<file path="src/hw/rtl/rcs_pkg.sv">
package rcs_pkg;

  // Geometry and scale.
  localparam int GRID_SIDE     = 16;
  localparam int GRID_BITS     = 4;
  localparam int CELL_BITS     = 2 * GRID_BITS;
  localparam int KIND_W        = 3;
  localparam int COL_W         = 7;
  localparam int ROW_W         = 7;
  localparam int POS_W         = 16;
  localparam int ANG_W         = 12;
  localparam int STEP_W        = 12;
  localparam int COLOR_W       = 16;
  localparam int TRIG_W        = 16;
  localparam int MAG_W         = 15;
  localparam int SCREEN_HEIGHT = 96;
  localparam int MAX_DISTANCE  = 16;

  // APB register file.
  localparam int APB_AW = 5;
  localparam int APB_DW = 32;

  // Datapath widths.
  localparam int DIST_W    = 19;
  localparam int MARCH_W   = 17;
  localparam int PROD_W    = 34;
  localparam int SUM_W     = 35;
  localparam int POS_FRAC  = 14;
  localparam int CELL_FRAC = 26;
  localparam int QUO_W     = 31;
  localparam int CNT_W     = 5;
  localparam int CEIL_W    = 33;

  localparam logic [DIST_W-1:0] DIST_FAR   = DIST_W'(SCREEN_HEIGHT * 4096);
  localparam logic [DIST_W-1:0] DIST_LIMIT = DIST_W'(MAX_DISTANCE * 4096);
  localparam logic [QUO_W-1:0]  DIV_DIVIDEND = QUO_W'(SCREEN_HEIGHT * (2 ** 24));
  localparam logic [CNT_W-1:0]  DIV_LAST   = CNT_W'(QUO_W - 1);
  localparam logic [CEIL_W-1:0] HALF_ROWS_Q12 = CEIL_W'((SCREEN_HEIGHT / 2) * 4096);
  localparam logic [ANG_W-1:0]  ANG_QUARTER = ANG_W'(1024);
  localparam logic [ANG_W-1:0]  ANG_BACK    = ANG_W'(4096 - 512);
  localparam logic [MAG_W-1:0]  Q14_ONE     = MAG_W'(16384);
  // floor(n/3) as (n * 21846) >> 16 is exact for every n below 32768.
  localparam logic [15:0]       THIRD_RECIP = 16'd21846;

  // Register indexes.
  localparam logic [2:0] REG_STEP_SIZE    = 3'd0;
  localparam logic [2:0] REG_CEILING      = 3'd1;
  localparam logic [2:0] REG_FLOOR        = 3'd2;
  localparam logic [2:0] REG_WALL_ONE     = 3'd3;
  localparam logic [2:0] REG_WALL_TWO     = 3'd4;
  localparam logic [2:0] REG_WALL_THREE   = 3'd5;
  localparam logic [2:0] REG_WALL_FOUR    = 3'd6;

  // Register reset values.
  localparam logic [STEP_W-1:0]  RST_STEP_SIZE  = 12'd410;
  localparam logic [COLOR_W-1:0] RST_CEILING    = 16'h1230;
  localparam logic [COLOR_W-1:0] RST_FLOOR      = 16'h4caa;
  localparam logic [COLOR_W-1:0] RST_WALL_ONE   = 16'h3333;
  localparam logic [COLOR_W-1:0] RST_WALL_TWO   = 16'h0103;
  localparam logic [COLOR_W-1:0] RST_WALL_THREE = 16'h0103;
  localparam logic [COLOR_W-1:0] RST_WALL_FOUR  = 16'h0caa;

  // Command and cell kind codes.
  localparam logic CMD_WRITE = 1'b0;
  localparam logic CMD_CAST  = 1'b1;
  localparam logic [KIND_W-1:0] KIND_EMPTY = 3'd0;
  localparam logic [KIND_W-1:0] KIND_ONE   = 3'd1;
  localparam logic [KIND_W-1:0] KIND_TWO   = 3'd2;
  localparam logic [KIND_W-1:0] KIND_THREE = 3'd3;
  localparam logic [KIND_W-1:0] KIND_FOUR  = 3'd4;

  // Quarter-wave sine table, Q1.14.
  localparam logic [MAG_W-1:0] QTAB [17] = '{
    15'd0, 15'd1606, 15'd3196, 15'd4756, 15'd6270, 15'd7723, 15'd9102, 15'd10394,
    15'd11585, 15'd12665, 15'd13623, 15'd14449, 15'd15137, 15'd15679, 15'd16069,
    15'd16305, 15'd16384
  };

  typedef enum logic [3:0] {
    ST_IDLE, ST_ANGLE, ST_SIN_RAY, ST_COS_RAY, ST_COS_OFF, ST_MUL, ST_ADDR,
    ST_CHECK, ST_CORR, ST_DIV_INIT, ST_DIV, ST_OUT
  } rcs_state_e;

  typedef enum logic [1:0] {
    TRIG_SIN_RAY, TRIG_COS_RAY, TRIG_COS_OFF
  } rcs_trig_e;

  typedef struct packed {
    logic [STEP_W-1:0]  step_size;
    logic [COLOR_W-1:0] wall_one;
    logic [COLOR_W-1:0] wall_two;
    logic [COLOR_W-1:0] wall_three;
    logic [COLOR_W-1:0] wall_four;
  } rcs_cfg_t;

  // Controller to datapath.
  typedef struct packed {
    logic      cell_wr;
    logic      cast_ld;
    logic      angle_ld;
    logic      trig_ld;
    rcs_trig_e trig_sel;
    logic      mul_ld;
    logic      rd_en;
    logic      d_far;
    logic      d_next;
    logic      d_corr;
    logic      kind_ld;
    logic      div_init;
    logic      div_step;
    logic      out_ld;
  } rcs_cmd_t;

  // Datapath to controller.
  typedef struct packed {
    logic outside;
    logic is_wall;
    logic below_limit;
    logic div_last;
    logic out_free;
  } rcs_status_t;

  // Angle offset of a column from the view direction, before the back shift.
  function automatic logic [ANG_W-1:0] col_spread(input logic [COL_W-1:0] col);
    logic [ANG_W-1:0] n;
    logic [27:0]      p;
    n = {col, 5'b0};
    p = 28'(n) * 28'(THIRD_RECIP);
    return p[27:16];
  endfunction

  // Interpolated sine, Q1.14, of an angle in 1/4096 turn.
  function automatic logic signed [TRIG_W-1:0] sin_q14(input logic [ANG_W-1:0] a);
    logic [15:0]      ph;
    logic [1:0]       quad;
    logic [MAG_W-1:0] w;
    logic [4:0]       i;
    logic [9:0]       f;
    logic [MAG_W-1:0] lo;
    logic [MAG_W-1:0] hi;
    logic [11:0]      diff;
    logic [21:0]      prod;
    logic [MAG_W-1:0] mag;
    ph   = {a, 4'b0};
    quad = ph[15:14];
    w    = {1'b0, ph[13:0]};
    if (quad[0]) begin
      w = Q14_ONE - w;
    end
    i    = w[14:10];
    f    = w[9:0];
    lo   = QTAB[{1'b0, i[3:0]}];
    hi   = QTAB[{1'b0, i[3:0]} + 5'd1];
    diff = 12'(hi - lo);
    prod = 22'(diff) * 22'(f);
    if (i[4]) begin
      mag = Q14_ONE;
    end else begin
      mag = lo + MAG_W'(prod[21:10]);
    end
    if (quad[1]) begin
      return -$signed({1'b0, mag});
    end
    return $signed({1'b0, mag});
  endfunction

endpackage

</file>
<file path="src/hw/rtl/rcs_regs.sv">
module rcs_regs import rcs_pkg::*; (
  input  logic              clk_i,
  input  logic              rst_ni,
  input  logic              psel,
  input  logic              penable,
  input  logic              pwrite,
  input  logic [APB_AW-1:0] paddr,
  input  logic [APB_DW-1:0] pwdata,
  output logic [APB_DW-1:0] prdata,
  output logic              pready,
  output rcs_cfg_t          cfg_o
);
  rcs_cfg_t           cfg_q;
  logic [COLOR_W-1:0] ceiling_q;
  logic [COLOR_W-1:0] floor_q;
  logic               wr_en;
  logic [2:0]         idx;

  assign pready = 1'b1;
  assign wr_en  = psel && penable && pwrite;
  assign idx    = paddr[4:2];
  assign cfg_o  = cfg_q;

  // Register writes on the access beat.
  always_ff @(posedge clk_i or negedge rst_ni) begin
    if (!rst_ni) begin
      cfg_q.step_size  <= RST_STEP_SIZE;
      cfg_q.wall_one   <= RST_WALL_ONE;
      cfg_q.wall_two   <= RST_WALL_TWO;
      cfg_q.wall_three <= RST_WALL_THREE;
      cfg_q.wall_four  <= RST_WALL_FOUR;
      ceiling_q        <= RST_CEILING;
      floor_q          <= RST_FLOOR;
    end else if (wr_en) begin
      unique case (idx)
        REG_STEP_SIZE:  cfg_q.step_size  <= pwdata[STEP_W-1:0];
        REG_CEILING:    ceiling_q        <= pwdata[COLOR_W-1:0];
        REG_FLOOR:      floor_q          <= pwdata[COLOR_W-1:0];
        REG_WALL_ONE:   cfg_q.wall_one   <= pwdata[COLOR_W-1:0];
        REG_WALL_TWO:   cfg_q.wall_two   <= pwdata[COLOR_W-1:0];
        REG_WALL_THREE: cfg_q.wall_three <= pwdata[COLOR_W-1:0];
        REG_WALL_FOUR:  cfg_q.wall_four  <= pwdata[COLOR_W-1:0];
        default: ;
      endcase
    end
  end

  // Read mux.
  always_comb begin
    unique case (idx)
      REG_STEP_SIZE:  prdata = APB_DW'(cfg_q.step_size);
      REG_CEILING:    prdata = APB_DW'(ceiling_q);
      REG_FLOOR:      prdata = APB_DW'(floor_q);
      REG_WALL_ONE:   prdata = APB_DW'(cfg_q.wall_one);
      REG_WALL_TWO:   prdata = APB_DW'(cfg_q.wall_two);
      REG_WALL_THREE: prdata = APB_DW'(cfg_q.wall_three);
      REG_WALL_FOUR:  prdata = APB_DW'(cfg_q.wall_four);
      default:        prdata = '0;
    endcase
  end
endmodule

</file>
<file path="config.mk">
export PLATFORM = sky130hd
export DESIGN_NAME = rcs_regs
export DESIGN_NICKNAME = d
export VERILOG_FILES = /design/src/hw/rtl/rcs_pkg.sv /design/src/hw/rtl/rcs_regs.sv
export SDC_FILE = /design/constraint.sdc
export NUM_CORES = 1
export LEC_CHECK = 0
export ABC_AREA = 0
export BUFFER_PORTS_ARGS = -buffer_cell sky130_fd_sc_hd__buf_4
export CAP_MARGIN = 15
export CELL_PAD_IN_SITES_DETAIL_PLACEMENT = 1
export CELL_PAD_IN_SITES_GLOBAL_PLACEMENT = 2
export CORE_ASPECT_RATIO = 0.9
export CORE_MARGIN = 2
export CORE_UTILIZATION = 37
export CTS_BUF_LIST = sky130_fd_sc_hd__clkbuf_16
export CTS_CLUSTER_SIZE = 28
export DETAILED_ROUTE_END_ITERATION = 8
export GPL_ROUTABILITY_DRIVEN = 0
export PLACE_DENSITY = 0.92
export SKIP_CTS_REPAIR_TIMING = 1
export SYNTH_ARGS = -nofsm -noshare
export SYNTH_HDL_FRONTEND = slang
export SYNTH_SLANG_ARGS = --single-unit
</file>
<file path="constraint.sdc">
create_clock -name clk_i -period 1.8 [get_ports clk_i]
set_clock_uncertainty 0.05 [all_clocks]
set_input_delay 0.09 -clock clk_i [delete_from_list [all_inputs] [get_ports clk_i]]
set_output_delay 0.09 -clock clk_i [all_outputs]
set_load 0.05 [all_outputs]
</file>
==> results of run 1 <==
metrics by stage:
| step | hold WS [ns] | cell area, um2 |
|---|---|---|
| 3_5_place_dp | 0.1695 | 6402 |
| 2_1_floorplan | -0.2556 | 5290 |
| 5_1_grt | 0.3168 | 6933 |
| 4_1_cts | -0.2062 | 6710 |
| 6_report | 0.2869 | 6933 |
| 3_3_place_gp | 0.1573 | 6402 |
power breakdown:
group	switching, mW	internal (mW)
Combinational	2.12	1.13
Sequential	0.373	3.02
Clock	0.891	1.20
cells in the mapped netlist (all sizes together):
master  number
nor3b        1
mux2i       14
buf         33
conb         2
a21boi       6
nand4b       1
clkbuf       7
o211ai      11
a221oi       5
and2b        1
and2         5
a211o        6
inv          2
mux2       122
nor2         5
dfrtp       72
dfstp       36
nand2b       2
a32oi       11
and3b        6
a22oi       10
nor2b        3
nor3         3
nand2        1
a21oi        8
nand4        1
critical path: stages, from the launching register on:
cell	delay, ns
dfstp_2	0.55
mux2i_1	0.08
a211o_1	0.27
o211ai_1	0.14
buf_4	0.25
worst max-delay path by stage:
stage / cells past startpoint / endpoint
after floorplan: 3 / prdata[3]
after detailed placement: 5 / prdata[3]
after global routing: 4 / prdata[4]
final: 4 / prdata[4]
after global placement: 7 / prdata[2]
after CTS: 4 / prdata[8]
metal layers:
layer  routed length, um  global-route usage (%)  up-vias
li1                    -                       -     1661
met1                6651                   27.58     1922
met4                 293                   5.942        0
met3                 818                   5.039       20
met5                   0                       0        -
met2                7454                   33.30      116
area by class of cell:
class	count	area share, %
well taps	193	3.483
inverters	2	0.1083
clock inverters	7	1.191
multi-input cells	239	33.19
clock buffers	9	3.249
repair buffers	165	19.08
flip-flops and latches	108	39.70
logic make-up (layout without fill, tap and decap cells):
group                  count (synthesis)  in the layout  share of synthesized area, %
and+or+nand+nor                       29             29                         4.707
DFF                                  108            108                         52.74
AOI/OAI and AO/OA                     57             57                         8.357
buffers and inverters                 42            183                         4.995
muxes                                136            136                         29.06
other                                  2             17                        0.1441
flip-flops by register name (all words and copies together), names as in the netlist:
name and flops:
floor_q 16, cfg_o 76, ceiling_q 16
==> results.md, run 1 <==
* Status: complete, no violations
* Total CTS buffers at 9
* Largest net degree at the start of global routing at between 100 and 150
* Core Area at 13900 um2
* Hpwl dp at 10.41 mm
* H-tree levels at 3
* Die extent in y at roughly 120 um
* First-pass GRT wire length at 22.90 mm
* TritonCTS clock tree: done
* Remaining Overflow, GRT at 0
* Max Freq at between 500 and 600 MHz
* Yosys Warn Count at 0
* Most frequent cells in the layout: buf_4, mux2_2, dfrtp_1, dfstp_2
* Nets at 567
* DR pass1 iterations at 4
* Sequential Area at 2753 um2
* Initial Util at between 30% and 40%
* Area of the multi-input gates at around 2300 um2
* Share of Yosys cell area claimed by the top area cell type at about 35%
* Layout Utilization at 49.87%
* PnR worst setup slack at ~0.017 ns
* Req. time, crit path at roughly 1.7 ns
* Filler cells at 1412
* Number of I/O pins at 151
* Clock-pin slew on the worst setup and hold paths at approximately 0.070 ns
* Worst slack at placement at about 0.14 ns
* Hold crit path type: in2async
* Lkg Pwr at between 3 and 4 nW
* Final setup vio count at 0
* Setup_tns at 0 ns
* Worst reg2reg endpoint: cfg_o[19]
* Unrepaired setup endpoints after global routing: yes
* Clk sinks at ~110
* R2R depth at 1
* Mapped Area at roughly 5200 um2
* PwrDens at around 1300 nW/um2
* Seq/Total Area, Yosys at 52.74%
* Final hold violation count at 0
* CTS max path bufs at 2
* Drc violations at 0
* Ratio of cells with drive above 1 in the final layout at between 60% and 70%
* Top cells by area, synth: dfrtp_1, mux2_2, dfstp_2
* Routed WL at roughly 15 mm
* Critical Path Start Type: flop
* Area Growth Syn to Fin at 33.07%
* CP Capture Type: output pin
* Max VDD drop at a little under 0.6 mV
* Synth cell types at 31
* Port Buffer Count at around 120
* Pins Over Slew Limit at 0
* Post-route minimum period at 1.783 ns
* Inst Count DP at 686
* Number of antenna violations at the first check in global routing at 0
* Vias per cell at between 5 and 6
* Synth area leader: dfrtp_1
* Relative slew slack at between 40% and 50%
* Root buffer cell: clkbuf_16
* CP arrival at about 1.6 ns
* Layout Cells excl Fill at 723
* Mean Syn Cell Area at about 14 um2
* Beginning of the worst register-to-register path: cfg_o[19]
* R2r setup slk at a little over 0.9 ns
* Drt wl/cell at 21.05 um
* # diodes at 0
* Gr usage total at approximately a fifth
* CP Max Fanout at 3
* Maximum Capacitance Violations at 0
* Worst Tran Pin Value at between 0.7 and 0.8 ns
* Total power at around 8.7 mW
* Setup Crit Path Kind: reg2out
* DRC marker count from the first detailed-route iteration at between 150 and 200
* Width of the chip at 129.1 um
* Period utilisation layout at slightly below 100%
* Flops & latches, synth at about 110
* Routed Antenna Nets at 0
* Vias in the first global route at 3821
* Die Footprint at 15050 um2
* Num rows at 41
* Worst skew pair latency at 0.35 ns
* Gate count of the mapped netlist at 374
* Commonest non-fill, non-tap cell in the layout: buf_4
* Crit. Startpoint: cfg_o[68]
* Vias at roughly 3.7k
(Power assumes the default switching activity.)
==> run 2, diff against run 1 <==
--- a/config.mk
+++ b/config.mk
@@ -6,18 +6,19 @@
 export NUM_CORES = 1
 export LEC_CHECK = 0
 export ABC_AREA = 0
-export BUFFER_PORTS_ARGS = -buffer_cell sky130_fd_sc_hd__buf_4
 export CAP_MARGIN = 15
 export CELL_PAD_IN_SITES_DETAIL_PLACEMENT = 1
 export CELL_PAD_IN_SITES_GLOBAL_PLACEMENT = 2
 export CORE_ASPECT_RATIO = 0.9
 export CORE_MARGIN = 2
-export CORE_UTILIZATION = 37
+export CORE_UTILIZATION = 45
 export CTS_BUF_LIST = sky130_fd_sc_hd__clkbuf_16
 export CTS_CLUSTER_SIZE = 28
 export DETAILED_ROUTE_END_ITERATION = 8
+export DONT_BUFFER_PORTS = 1
 export GPL_ROUTABILITY_DRIVEN = 0
-export PLACE_DENSITY = 0.92
+export PLACE_DENSITY = 0.91
+export RECOVER_POWER = 25
 export SKIP_CTS_REPAIR_TIMING = 1
 export SYNTH_ARGS = -nofsm -noshare
 export SYNTH_HDL_FRONTEND = slang
==> run 2 against run 1 <==
Against the previous run:
- clock-buffer cell count is the same
- via count shrank 6.5%
- design area shrank 7.3%
- largest cell class unchanged
- highest routed layer unchanged
- largest power group unchanged
- critical path depth is the same
- combinational power shrank 22%
- the flow now finishes with violations (hold timing, setup timing)
==> results.md, run 2 (synthesis gave the netlist of run 1 again) <==
* Pins Over Slew Limit at 0 (unchanged)
* Core Area at 11340 um2 (-18%)
* Width of the chip at 117.4 um (-9.0%)
* Total CTS buffers at 9 (unchanged)
* Routed Antenna Nets at 0 (unchanged)
* CP Capture Type: output pin
* DRC marker count from the first detailed-route iteration at 173 (-9.9%)
* Maximum Capacitance Violations at 0 (unchanged)
* Req. time, crit path at 1.66 ns (about the same)
* Worst slack at placement at 0.3247 ns (+0.1834 ns)
* Max Freq at 554.5 MHz (-1.1%)
* Port Buffer Count at 0 (-100%)
* Most frequent cells in the layout: mux2_2, buf_4, dfrtp_1, dfstp_2, conb_1
* Clk sinks at 108 (unchanged)
* Nets at 504 (-11%)
* Post-route minimum period at 1.803 ns (+0.02063 ns)
* # diodes at 0 (unchanged)
* Worst hold slack at -0.6200 ns (-0.9069 ns)
* Total power at 8.488 mW (-2.9%)
* Area after DPL at 5896 um2 (-7.9%)
* PnR worst setup slack at -0.003322 ns (-0.02063 ns)
* Die extent in y at 106.1 um (-9.0%)
* CTS max path bufs at 2 (unchanged)
* Area Growth Syn to Fin at 23.32%
* Vias at 3478 (-6.5%)
* Remaining Overflow, GRT at 0 (unchanged)
* Drt wl/cell at 22.80 um (+8.3%)
* Vias in the first global route at 3808 (-0.34%)
* Vias per cell at 5.592 (+8.7%)
* Commonest non-fill, non-tap cell in the layout: mux2_2
* Clock-pin slew on the worst setup and hold paths at 0.07 ns (about the same)
* Die Footprint at 12460 um2 (-17%)
* Ratio of cells with drive above 1 in the final layout at 60.30% (-3.9 points)
* Final setup vio count at 1 (+1)
* Number of I/O pins at 151 (unchanged)
* Period utilisation layout at 100.2% (+1.1 points)
* Post-route design area at 6425 um2 (-7.3%)
* Inst Count DP at 591 (-14%)
* PwrDens at 1321 nW/um2 (+4.8%)
* Relative slew slack at 62.89% (+14 points)
* Unrepaired setup endpoints after global routing: yes
* Num rows at 37 (-9.8%)
* Routed WL at 14.18 mm (-6.8%)
* Number of flip-flops in the largest register at 76 (unchanged)
* Setup_tns at -0.003322 ns (-0.003322 ns)
* Setup Crit Path Kind: reg2out
* First-pass GRT wire length at 21.67 mm (-5.4%)
* Drc violations at 0 (unchanged)
* Layout Cells excl Fill at 622 (-14%)
* Initial Util at 45.93% (+8.5 points)
* Critical Path Start Type: flop
* TritonCTS clock tree: done
* Root buffer cell: clkbuf_16
* H-tree levels at 3 (unchanged)
* Worst Tran Pin Value at 0.5555 ns (-0.2046 ns)
* Hold crit path type: in2async
* DR pass1 iterations at 4 (unchanged)
* CP arrival at 1.66 ns (+0.02 ns)
* Largest net degree at the start of global routing at 109 (unchanged)
* Final hold violation count at 108 (+108)
* Lkg Pwr at 2.872 nW (-9.8%)
* Max VDD drop at 0.7920 mV (+35%)
* Number of antenna violations at the first check in global routing at 0 (unchanged)
* Hpwl dp at 9.498 mm (-8.8%)
* Gr usage total at 22.88% (+2.3 points)
* Status: finished, violations left
* CP Max Fanout at 3 (unchanged)
* Failing checks: hold timing, setup timing
* Worst skew pair latency at 0.35 ns (about the same)
run 2: cell types whose count changed in the layout (fill, tap and decap cells not counted), moves of 3 or more:
cell | before | now
buf_4 | 144 | 84
clkinv_2 | 3 | 0
dfrtp_1 | 68 | 65
dfrtp_2 | 4 | 7
mux2_2 | 122 | 119
mux2_4 | 0 | 3
run 2: path summary, 6_finish.rpt:
kind | startpoint | to | slack (ns) | cells past startpoint
max in group asynchronous | rst_ni | ceiling_q[12] | 2.04 | 0
worst max-delay path | cfg_o[74] | prdata[10] | -0.003 | 4
min in group clk_i | paddr[4] | cfg_o[74] | 0.12 | 3
worst max register to register | cfg_o[59] | cfg_o[59] | 0.68 | 1
worst min register to register | floor_q[6] | floor_q[6] | 0.46 | 1
worst min-delay path | rst_ni | cfg_o[18] | -0.62 | 0
run 2: worst max-delay path: stages (launching register included):
cell      delay [ns]
dfrtp_2         0.53
mux2_2          0.30
a21oi_1         0.16
o211ai_1        0.12
buf_4           0.21
run 2: area by class of cell:
| type | count | area, um2 |
|---|---|---|
| clock buffers | 9 | 225.2 |
| clock inverters | 6 | 105.1 |
| fillers | 1126 | 4917 |
| inverters | 2 | 7.507 |
| multi-input cells | 239 | 2313 |
| flip-flops and latches | 108 | 2756 |
| well taps | 156 | 195.2 |
| repair buffers | 102 | 822.0 |
run 2: power by group:
group	switching, mW	internal (mW)
combinational	1.61	0.933
sequential	0.729	3.02
clock	0.853	1.34
total	3.19	5.30
run 2: metrics by stage:
step | util [%] | hold WS [ns]
floorplan | - | -0.2556
finish | 56.65 | -0.6200
CTS | 54.89 | -0.6354
global placement | 51.98 | -0.2526
global route | 56.65 | -0.6403
detailed placement | 51.98 | -0.2539
run 2: routing by layer:
| layer | wire [um] | global-route usage (%) | vias up | share of wire (%) |
|---|---|---|---|---|
| met5 | 0 | 0 | - | 0 |
| met4 | 171 | 6.282 | 0 | 1.2 |
| met3 | 988 | 8.959 | 13 | 7.0 |
| met2 | 7203 | 38.85 | 93 | 51 |
| met1 | 5818 | 27.28 | 1843 | 41 |
| li1 | - | - | 1529 | - |
