File: src/hw/rtl/rcs_pkg.sv
package rcs_pkg;

  // Geometry and scale.
  localparam int GRID_SIDE     = 16;
  localparam int GRID_BITS     = 4;
  localparam int CELL_BITS     = 2 * GRID_BITS;
  localparam int KIND_W        = 3;
  localparam int COL_W         = 7;
  localparam int ROW_W         = 7;
  localparam int POS_W         = 16;
  localparam int ANG_W         = 12;
  localparam int STEP_W        = 12;
  localparam int COLOR_W       = 16;
  localparam int TRIG_W        = 16;
  localparam int MAG_W         = 15;
  localparam int SCREEN_HEIGHT = 96;
  localparam int MAX_DISTANCE  = 16;

  // APB register file.
  localparam int APB_AW = 5;
  localparam int APB_DW = 32;

  // Datapath widths.
  localparam int DIST_W    = 19;
  localparam int MARCH_W   = 17;
  localparam int PROD_W    = 34;
  localparam int SUM_W     = 35;
  localparam int POS_FRAC  = 14;
  localparam int CELL_FRAC = 26;
  localparam int QUO_W     = 31;
  localparam int CNT_W     = 5;
  localparam int CEIL_W    = 33;

  localparam logic [DIST_W-1:0] DIST_FAR   = DIST_W'(SCREEN_HEIGHT * 4096);
  localparam logic [DIST_W-1:0] DIST_LIMIT = DIST_W'(MAX_DISTANCE * 4096);
  localparam logic [QUO_W-1:0]  DIV_DIVIDEND = QUO_W'(SCREEN_HEIGHT * (2 ** 24));
  localparam logic [CNT_W-1:0]  DIV_LAST   = CNT_W'(QUO_W - 1);
  localparam logic [CEIL_W-1:0] HALF_ROWS_Q12 = CEIL_W'((SCREEN_HEIGHT / 2) * 4096);
  localparam logic [ANG_W-1:0]  ANG_QUARTER = ANG_W'(1024);
  localparam logic [ANG_W-1:0]  ANG_BACK    = ANG_W'(4096 - 512);
  localparam logic [MAG_W-1:0]  Q14_ONE     = MAG_W'(16384);
  // floor(n/3) as (n * 21846) >> 16 is exact for every n below 32768.
  localparam logic [15:0]       THIRD_RECIP = 16'd21846;

  // Register indexes.
  localparam logic [2:0] REG_STEP_SIZE    = 3'd0;
  localparam logic [2:0] REG_CEILING      = 3'd1;
  localparam logic [2:0] REG_FLOOR        = 3'd2;
  localparam logic [2:0] REG_WALL_ONE     = 3'd3;
  localparam logic [2:0] REG_WALL_TWO     = 3'd4;
  localparam logic [2:0] REG_WALL_THREE   = 3'd5;
  localparam logic [2:0] REG_WALL_FOUR    = 3'd6;

  // Register reset values.
  localparam logic [STEP_W-1:0]  RST_STEP_SIZE  = 12'd410;
  localparam logic [COLOR_W-1:0] RST_CEILING    = 16'h1230;
  localparam logic [COLOR_W-1:0] RST_FLOOR      = 16'h4caa;
  localparam logic [COLOR_W-1:0] RST_WALL_ONE   = 16'h3333;
  localparam logic [COLOR_W-1:0] RST_WALL_TWO   = 16'h0103;
  localparam logic [COLOR_W-1:0] RST_WALL_THREE = 16'h0103;
  localparam logic [COLOR_W-1:0] RST_WALL_FOUR  = 16'h0caa;

  // Command and cell kind codes.
  localparam logic CMD_WRITE = 1'b0;
  localparam logic CMD_CAST  = 1'b1;
  localparam logic [KIND_W-1:0] KIND_EMPTY = 3'd0;
  localparam logic [KIND_W-1:0] KIND_ONE   = 3'd1;
  localparam logic [KIND_W-1:0] KIND_TWO   = 3'd2;
  localparam logic [KIND_W-1:0] KIND_THREE = 3'd3;
  localparam logic [KIND_W-1:0] KIND_FOUR  = 3'd4;

  // Quarter-wave sine table, Q1.14.
  localparam logic [MAG_W-1:0] QTAB [17] = '{
    15'd0, 15'd1606, 15'd3196, 15'd4756, 15'd6270, 15'd7723, 15'd9102, 15'd10394,
    15'd11585, 15'd12665, 15'd13623, 15'd14449, 15'd15137, 15'd15679, 15'd16069,
    15'd16305, 15'd16384
  };

  typedef enum logic [3:0] {
    ST_IDLE, ST_ANGLE, ST_SIN_RAY, ST_COS_RAY, ST_COS_OFF, ST_MUL, ST_ADDR,
    ST_CHECK, ST_CORR, ST_DIV_INIT, ST_DIV, ST_OUT
  } rcs_state_e;

  typedef enum logic [1:0] {
    TRIG_SIN_RAY, TRIG_COS_RAY, TRIG_COS_OFF
  } rcs_trig_e;

  typedef struct packed {
    logic [STEP_W-1:0]  step_size;
    logic [COLOR_W-1:0] wall_one;
    logic [COLOR_W-1:0] wall_two;
    logic [COLOR_W-1:0] wall_three;
    logic [COLOR_W-1:0] wall_four;
  } rcs_cfg_t;

  // Controller to datapath.
  typedef struct packed {
    logic      cell_wr;
    logic      cast_ld;
    logic      angle_ld;
    logic      trig_ld;
    rcs_trig_e trig_sel;
    logic      mul_ld;
    logic      rd_en;
    logic      d_far;
    logic      d_next;
    logic      d_corr;
    logic      kind_ld;
    logic      div_init;
    logic      div_step;
    logic      out_ld;
  } rcs_cmd_t;

  // Datapath to controller.
  typedef struct packed {
    logic outside;
    logic is_wall;
    logic below_limit;
    logic div_last;
    logic out_free;
  } rcs_status_t;

  // Angle offset of a column from the view direction, before the back shift.
  function automatic logic [ANG_W-1:0] col_spread(input logic [COL_W-1:0] col);
    logic [ANG_W-1:0] n;
    logic [27:0]      p;
    n = {col, 5'b0};
    p = 28'(n) * 28'(THIRD_RECIP);
    return p[27:16];
  endfunction

  // Interpolated sine, Q1.14, of an angle in 1/4096 turn.
  function automatic logic signed [TRIG_W-1:0] sin_q14(input logic [ANG_W-1:0] a);
    logic [15:0]      ph;
    logic [1:0]       quad;
    logic [MAG_W-1:0] w;
    logic [4:0]       i;
    logic [9:0]       f;
    logic [MAG_W-1:0] lo;
    logic [MAG_W-1:0] hi;
    logic [11:0]      diff;
    logic [21:0]      prod;
    logic [MAG_W-1:0] mag;
    ph   = {a, 4'b0};
    quad = ph[15:14];
    w    = {1'b0, ph[13:0]};
    if (quad[0]) begin
      w = Q14_ONE - w;
    end
    i    = w[14:10];
    f    = w[9:0];
    lo   = QTAB[{1'b0, i[3:0]}];
    hi   = QTAB[{1'b0, i[3:0]} + 5'd1];
    diff = 12'(hi - lo);
    prod = 22'(diff) * 22'(f);
    if (i[4]) begin
      mag = Q14_ONE;
    end else begin
      mag = lo + MAG_W'(prod[21:10]);
    end
    if (quad[1]) begin
      return -$signed({1'b0, mag});
    end
    return $signed({1'b0, mag});
  endfunction

endpackage

File: src/hw/rtl/rcs_ctrl.sv
module rcs_ctrl import rcs_pkg::*; (
  input  logic        clk_i,
  input  logic        rst_ni,
  input  logic        in_valid_i,
  input  logic        in_command_i,
  output logic        in_ready_o,
  input  rcs_status_t status_i,
  output rcs_cmd_t    cmd_o
);
  rcs_state_e state_q, state_d;
  logic       accept;

  assign in_ready_o = (state_q == ST_IDLE);
  assign accept     = in_valid_i && in_ready_o;

  always_ff @(posedge clk_i or negedge rst_ni) begin
    if (!rst_ni) begin
      state_q <= ST_IDLE;
    end else begin
      state_q <= state_d;
    end
  end

  // Next state.
  always_comb begin
    state_d = state_q;
    unique case (state_q)
      ST_IDLE: begin
        if (accept && (in_command_i == CMD_CAST)) begin
          state_d = ST_ANGLE;
        end
      end
      ST_ANGLE:   state_d = ST_SIN_RAY;
      ST_SIN_RAY: state_d = ST_COS_RAY;
      ST_COS_RAY: state_d = ST_COS_OFF;
      ST_COS_OFF: state_d = ST_MUL;
      ST_MUL:     state_d = ST_ADDR;
      ST_ADDR: begin
        state_d = status_i.outside ? ST_DIV_INIT : ST_CHECK;
      end
      ST_CHECK: begin
        priority if (status_i.is_wall) begin
          state_d = ST_CORR;
        end else if (status_i.below_limit) begin
          state_d = ST_MUL;
        end else begin
          state_d = ST_DIV_INIT;
        end
      end
      ST_CORR:     state_d = ST_DIV_INIT;
      ST_DIV_INIT: state_d = ST_DIV;
      ST_DIV: begin
        if (status_i.div_last) begin
          state_d = ST_OUT;
        end
      end
      ST_OUT: begin
        if (status_i.out_free) begin
          state_d = ST_IDLE;
        end
      end
      default: state_d = ST_IDLE;
    endcase
  end

  // Datapath commands.
  always_comb begin
    cmd_o          = '0;
    cmd_o.trig_sel = TRIG_SIN_RAY;
    unique case (state_q)
      ST_IDLE: begin
        cmd_o.cell_wr = accept && (in_command_i == CMD_WRITE);
        cmd_o.cast_ld = accept && (in_command_i == CMD_CAST);
      end
      ST_ANGLE: cmd_o.angle_ld = 1'b1;
      ST_SIN_RAY: begin
        cmd_o.trig_ld  = 1'b1;
        cmd_o.trig_sel = TRIG_SIN_RAY;
      end
      ST_COS_RAY: begin
        cmd_o.trig_ld  = 1'b1;
        cmd_o.trig_sel = TRIG_COS_RAY;
      end
      ST_COS_OFF: begin
        cmd_o.trig_ld  = 1'b1;
        cmd_o.trig_sel = TRIG_COS_OFF;
      end
      ST_MUL: cmd_o.mul_ld = 1'b1;
      ST_ADDR: begin
        cmd_o.d_far = status_i.outside;
        cmd_o.rd_en = !status_i.outside;
      end
      ST_CHECK: begin
        cmd_o.kind_ld = status_i.is_wall;
        cmd_o.d_next  = !status_i.is_wall && status_i.below_limit;
      end
      ST_CORR:     cmd_o.d_corr   = 1'b1;
      ST_DIV_INIT: cmd_o.div_init = 1'b1;
      ST_DIV:      cmd_o.div_step = 1'b1;
      ST_OUT:      cmd_o.out_ld   = status_i.out_free;
      default: ;
    endcase
  end
endmodule

File: config.mk
export PLATFORM = sky130hd
export DESIGN_NAME = rcs_ctrl
export DESIGN_NICKNAME = d
export VERILOG_FILES = /design/src/hw/rtl/rcs_pkg.sv /design/src/hw/rtl/rcs_ctrl.sv
export SDC_FILE = /design/constraint.sdc
export NUM_CORES = 1
export LEC_CHECK = 0
export BUFFER_PORTS_ARGS = -buffer_cell sky130_fd_sc_hd__buf_2
export CAP_MARGIN = 5
export CORE_AREA = 2 2 39 41
export DETAILED_ROUTE_END_ITERATION = 10
export DIE_AREA = 0 0 41 43
export GPL_ROUTABILITY_DRIVEN = 0
export PLACE_DENSITY_LB_ADDON = 0.3
export SETUP_SLACK_MARGIN = 0.1
export SYNTH_ARGS = -nofsm -noshare
export SYNTH_HDL_FRONTEND = slang
export SYNTH_SLANG_ARGS = --single-unit
File: constraint.sdc
create_clock -name clk_i -period 1.9 [get_ports clk_i]
set_input_delay 0.475 -clock clk_i [delete_from_list [all_inputs] [get_ports clk_i]]
set_output_delay 0.475 -clock clk_i [all_outputs]
set_load 0.01 [all_outputs]
==> run_results.csv, run 1 <==
group,metric,value,unit
route,drcViolationCount,0,
finish,reg_top3,"state_q: 4 flops",
sta,hold_viol,0,
floorplan,die_w,41,um
cts,cts_tree,"yes",
power,max-vdd-ir-drop,657,uV
setup_path,cp_slowest_cell,"dfrtp_2",
cts,clk_pin_slew,0.04,ns
hold_path,min_path_type,"in2async",
setup_path,cp_cell_sequence,"nor2_2 -> nand2_2 -> nor3b_1 -> buf_2",
floorplan,die_y,43,um
setup_path,startpoint_type,"flip-flop",
grt,grt_pass1_wl,1570,um
cts,hold_buffers,0,
floorplan,io_pins,25,
setup_path,cp_max_fo,10,
synthesis,synth_nets,68,
placed_design,dp_hpwl,814,um
sta,skew,0.00200,ns
sta,rsz0062_at_grt,"false",
finish,largest_register,"state_q",
finish,multi_input_area,297,sq um
route,dr.first_iter.drc_count,7,
sta,worst_slew_pin_slew,0.197,ns
synthesis,yosys.area.top_type,"dfrtp_1",
power,switching_share,45.2,%
synthesis,seq_area_frac_synth,23.5,%
power,p_leak,0.359,nW
finish,syn2layout_area_growth,51.9,%
power,fin_total_pwr,0.982,mW
floorplan,core,0.00138,sq mm
sta,final_max_slew_viol_count,0,
sta,slew-limit-headroom,86.8,%
grt,grt_max_degree,16,
setup_path,critPathRequiredTime,1.42,ns
cts,numClockSinks,4,
grt,antenna_found_initial,0,
sta,fin_crit_sh,91.6,%
synthesis,synth_area_leaders,"dfrtp_1 23%, nor3_1 7.0%, nand2_1 7.0%, and3_1 5.9%, nand2b_1 5.9%",
finish,n_fill_cell,147,
setup_path,cp_data_arrival_time,1.27,ns
finish,antennaDiodeCount,0,
route,routed_wl,1250,um
flow_run,drv_cap,0,
power,combPwrFrac,64.4,%
cts,insertion_delay,0.23,ns
synthesis,syn-cell-area,427,sq um
power,power_frac_seq,25.1,%
finish,seq_area,105,sq um
finish,largest_register_ffs,4,
synthesis,syn_avg_cell_area,7.23,sq um
synthesis,postSynthCellCount,59,
cts,root_buffer,"clkbuf_4",
setup_path,crit_path_end_kind,"output port",
floorplan,start_util,30.8,%
synthesis,synth-seq-cells,4,
grt,grt.total_usage,13.3,%
finish,final_nets,104,
finish,drive_gt1_share,53.8,%
floorplan,die_area,0.00176,sq mm
synthesis,ys_types,25,
power,power.internal,0.538,mW
setup_path,cpPeakStageDelay,0.47,ns
route,post_drt_via_cell_ratio,4.84,
sta,finalSetupViolCount,0,
route,drtPass1Iterations,3,
power,power_density,1510,mW/mm^2
placed_design,port_buffers,24,
setup_path,path_class,"reg2out",
sta,finalSetupTns,0,ns
power,p_sw,0.444,mW
sta,finalCriticalPeriod,1.74,ns
cts,cts_buffers,3,
grt,grt_pass1_vias,386,
route,vias,528,
grt,overflow,0,
cts,clk_path_buf_depth,2,
status,status,"finished, final reports clean",
synthesis,yosysTopAreaCellShare,23.5,%
sta,fmax,0.575,GHz
power,clkPwrFrac,10.5,%
synthesis,yosysWarnings,0,
cts,cts_max_level,1,
route,antenna_left,0,
route,wire_per_inst,11.5,um
floorplan,row_count,14,
-- worst max-delay path: cells and delay by family, from the launching register on --
kind	cells	cell delay, ns
buffers and inverters	1	0.16
flip-flops	1	0.47
AND/OR/NAND/NOR	3	0.41
-- cell type report --
| type | count | area share [%] |
|---|---|---|
| timing repair buffer | 35 | 30.9 |
| clock buffer | 3 | 3.47 |
| inverter | 1 | 0.579 |
| tap | 16 | 3.09 |
| sequential | 4 | 16.2 |
| multi-input combinational | 50 | 45.8 |
-- kinds of logic after synthesis --
family / Yosys count / share of synthesized area [%]
AND/OR/NAND/NOR: 39 / 50.1
AO/OA/AOI/OAI: 9 / 13.5
buffers and inverters: 5 / 8.21
flip-flops: 4 / 23.5
multiplexers: 2 / 4.69
-- worst paths after layout --
| path | end | slack (ns) | from | cells after the start |
|---|---|---|---|---|
| max | cmd_o[14] | 0.16 | state_q[3] | 4 |
| max reg2reg | state_q[3] | 0.61 | state_q[2] | 3 |
| min reg2reg | state_q[2] | 0.68 | state_q[3] | 2 |
| max in group asynchronous | state_q[2] | 1.73 | rst_ni | 1 |
| min | state_q[3] | 0.04 | rst_ni | 1 |
| min in group clk_i | state_q[2] | 0.58 | status_i[4] | 4 |
-- cell usage in the layout (no fill, tap or decap), drive strengths merged --
cell     n
and2     2
buf     35
a41o     1
o311a    1
a21oi    2
a21o     1
nor2b    3
nor2     7
nand2b   4
nand2   10
nor3     6
o21ai    4
nand3    1
dfrtp    4
inv      1
clkbuf   3
and3     5
nor3b    1
mux2i    2
-- cell usage after synthesis --
| cell type | instances |
|---|---|
| nor3_1 | 6 |
| nor2b_1 | 2 |
| nand2b_1 | 4 |
| buf_6 | 1 |
| nand3_1 | 1 |
| dfrtp_1 | 4 |
| a41o_1 | 1 |
| o21ai_0 | 3 |
| o21ai_1 | 1 |
| o311a_1 | 1 |
| buf_4 | 2 |
| nor2_1 | 6 |
| inv_2 | 1 |
| mux2i_1 | 2 |
| a21o_1 | 1 |
| nand2_2 | 2 |
| and2_1 | 2 |
| and3_1 | 4 |
| nor2_4 | 1 |
| nand2_1 | 8 |
| buf_2 | 1 |
| nor2b_2 | 1 |
| nor3b_1 | 1 |
| and3_4 | 1 |
| a21oi_1 | 2 |
-- metal layers --
layer | GRT usage, % | share of wire, % | vias up
met5 | 0 | 0 | -
li1 | - | - | 273
met3 | 6.28 | 6.2 | 0
met1 | 18.2 | 45 | 236
met2 | 19.1 | 49 | 19
met4 | 2.00 | 0 | 0
-- per-stage QoR --
step	utilization [%]	area, sq um	instances	hold WS, ns	setup WS [ns]
finish	46.8	648	109	0.0385	0.160
global route	46.8	648	109	0.0277	0.0767
CTS	40.6	562	98	0.0329	0.102
detailed placement	38.7	536	95	0.282	0.265
global placement	38.7	536	95	0.283	0.253
floorplan	-	427	59	0.179	0.407
-- timing repair --
item	in CTS	in global routing
setup endpoints to repair	7	9
pin swaps	0	0
setup buffers	0	11
gates resized for setup	3	3
-- power by group through the flow --
stage | logic (mW) | registers [mW] | clock network [mW]
floorplan | 0.444 | 0.162 | 0
global placement | 0.435 | 0.263 | 0
detailed placement | 0.435 | 0.264 | 0
CTS | 0.437 | 0.269 | 0.109
global route | 0.699 | 0.258 | 0.117
finish | 0.632 | 0.246 | 0.103
(Power assumes the default switching activity.)
==> run 2, diff against run 1 <==
--- a/config.mk
+++ b/config.mk
@@ -11,7 +11,7 @@
 export DETAILED_ROUTE_END_ITERATION = 10
 export DIE_AREA = 0 0 41 43
 export GPL_ROUTABILITY_DRIVEN = 0
-export PLACE_DENSITY_LB_ADDON = 0.3
+export PLACE_DENSITY_LB_ADDON = 0.12
 export SETUP_SLACK_MARGIN = 0.1
 export SYNTH_ARGS = -nofsm -noshare
 export SYNTH_HDL_FRONTEND = slang
==> run 2 against run 1 <==
  * Cell area is 1.5% higher
  * Power up 1.3%
  * Largest cell class unchanged
  * Via count did not move
  * Critical endpoint is now cmd_o[6]
  * Highest routed layer unchanged
  * Non-clock buffer count decreased by 1
  * Largest power group unchanged
  * Utilization is 0.72 points higher
  * Die area is the same
  * Setup slack improved by 0.017 ns
==> run_results.csv, run 2 (synthesis gave the netlist of run 1 again) <==
group,metric,value,unit
power,switching_share,46.2,%
grt,grt_pass1_vias,396,
route,antenna_left,0,
power,max-vdd-ir-drop,545,uV
cts,cts_buffers,3,
setup_path,cp_max_fo,12,
cts,numClockSinks,4,
finish,final_area,658,sq um
finish,final_core_util,47.6,%
grt,overflow,0,
finish,finalNonFillerCells,108,
sta,skew,0.000906,ns
grt,grt.total_usage,14.2,%
cts,clk_pin_slew,0.04,ns
finish,n_fill_cell,148,
sta,final_max_slew_viol_count,0,
status,status,"finished, final reports clean",
placed_design,dp_hpwl,823,um
cts,root_buffer,"clkbuf_4",
sta,finalSetupTns,0,ns
sta,worst_slew_pin_slew,0.230,ns
grt,grt_max_degree,16,
sta,finalSetupViolCount,0,
power,fin_total_pwr,0.995,mW
finish,final_nets,103,
hold_path,min_path_type,"in2async",
sta,timing.hold.ws,0.0369,ns
grt,grt_pass1_wl,1640,um
power,power_density,1510,mW/mm^2
floorplan,start_util,30.8,%
finish,largest_register,"state_q",
floorplan,die_area,0.00176,sq mm
floorplan,die_w,41,um
cts,cts_max_level,1,
power,power.internal,0.535,mW
route,drcViolationCount,0,
flow_run,drv_cap,0,
setup_path,crit_path_end_kind,"output port",
sta,finalWorstSetupSlack,0.176,ns
power,clkPwrFrac,10.6,%
power,p_sw,0.459,mW
setup_path,critPathRequiredTime,1.42,ns
finish,syn2layout_area_growth,54.3,%
cts,insertion_delay,0.23,ns
setup_path,cp_data_arrival_time,1.25,ns
power,power_frac_seq,23.1,%
route,drtPass1Iterations,3,
floorplan,io_pins,25,
sta,hold_viol,0,
cts,cts_tree,"yes",
floorplan,row_count,14,
floorplan,die_y,43,um
power,p_leak,0.360,nW
cts,clk_path_buf_depth,2,
finish,drive_gt1_share,55.4,%
sta,slew-limit-headroom,84.7,%
cts,hold_buffers,0,
sta,fmax,0.580,GHz
placed_design,placed_cells,95,
route,routed_wl,1300,um
finish,final_cell_mix,"24 x buf_2, 9 x buf_4, 8 x nand2_1",
finish,layout_commonest_cell,"buf_2",
power,combPwrFrac,66.3,%
placed_design,dp_slack,0.234,ns
setup_path,startpoint_type,"flip-flop",
grt,antenna_found_initial,0,
sta,fin_crit_sh,90.7,%
route,post_drt_via_cell_ratio,4.89,
finish,reg_top3,"state_q: 4 flops",
placed_design,port_buffers,24,
setup_path,path_class,"reg2out",
sta,finalCriticalPeriod,1.72,ns
finish,largest_register_ffs,4,
sta,rsz0062_at_grt,"true",
floorplan,core,0.00138,sq mm
route,vias,528,
route,dr.first_iter.drc_count,2,
route,wire_per_inst,12.0,um
finish,antennaDiodeCount,0,
placed_design,place_area,536,sq um
run 2: changes by cell type in the layout (fill, tap and decap cells not counted), sizes merged:
cell    before  now
buf         35   33
clkbuf       3    4
run 2: what timing repair did:
action,4_1_cts,5_1_grt
endpoints found under the hold margin,0,0
buffers inserted,0,10
endpoints found under the setup margin,9,6
resized for setup,4,7
run 2: path summary, 6_finish.rpt:
| check | from | to | slack [ns] | depth (start not counted) |
|---|---|---|---|---|
| min in group clk_i | status_i[1] | state_q[1] | 0.58 | 4 |
| max in group asynchronous | rst_ni | state_q[1] | 1.73 | 1 |
| min | rst_ni | state_q[3] | 0.04 | 1 |
| max reg2reg | state_q[1] | state_q[3] | 0.59 | 3 |
| max | state_q[1] | cmd_o[6] | 0.18 | 3 |
| min reg2reg | state_q[3] | state_q[2] | 0.63 | 2 |
run 2: layout make-up:
| class | count | area, sq um | area share (%) |
|---|---|---|---|
| clock buffers | 3 | 22.5 | 3.42 |
| flip-flops and latches | 4 | 105 | 16.0 |
| repair buffers | 34 | 193 | 29.3 |
| well taps | 16 | 20.0 | 3.04 |
| multi-input cells | 50 | 314 | 47.7 |
| inverters | 1 | 3.75 | 0.570 |
run 2: worst max-delay path, cell delays in order (launching register included):
cell	delay, ns
dfrtp_2	0.49
nor2b_2	0.21
and3_4	0.19
buf_2	0.12
run 2: power groups by stage:
stage	clock network, mW	logic [mW]	registers [mW]
after CTS	0.112	0.434	0.273
after global placement	0	0.437	0.271
after global routing	0.122	0.728	0.236
after floorplan	0	0.444	0.162
final	0.106	0.660	0.229
after detailed placement	0	0.432	0.266
run 2: layer usage:
metal,vias to the layer above,GRT usage (%),wire [um]
met1,241,18.2,558
met3,0,7.85,75
li1,270,-,-
met2,17,20.0,664
met4,0,4.00,0
met5,-,0,0
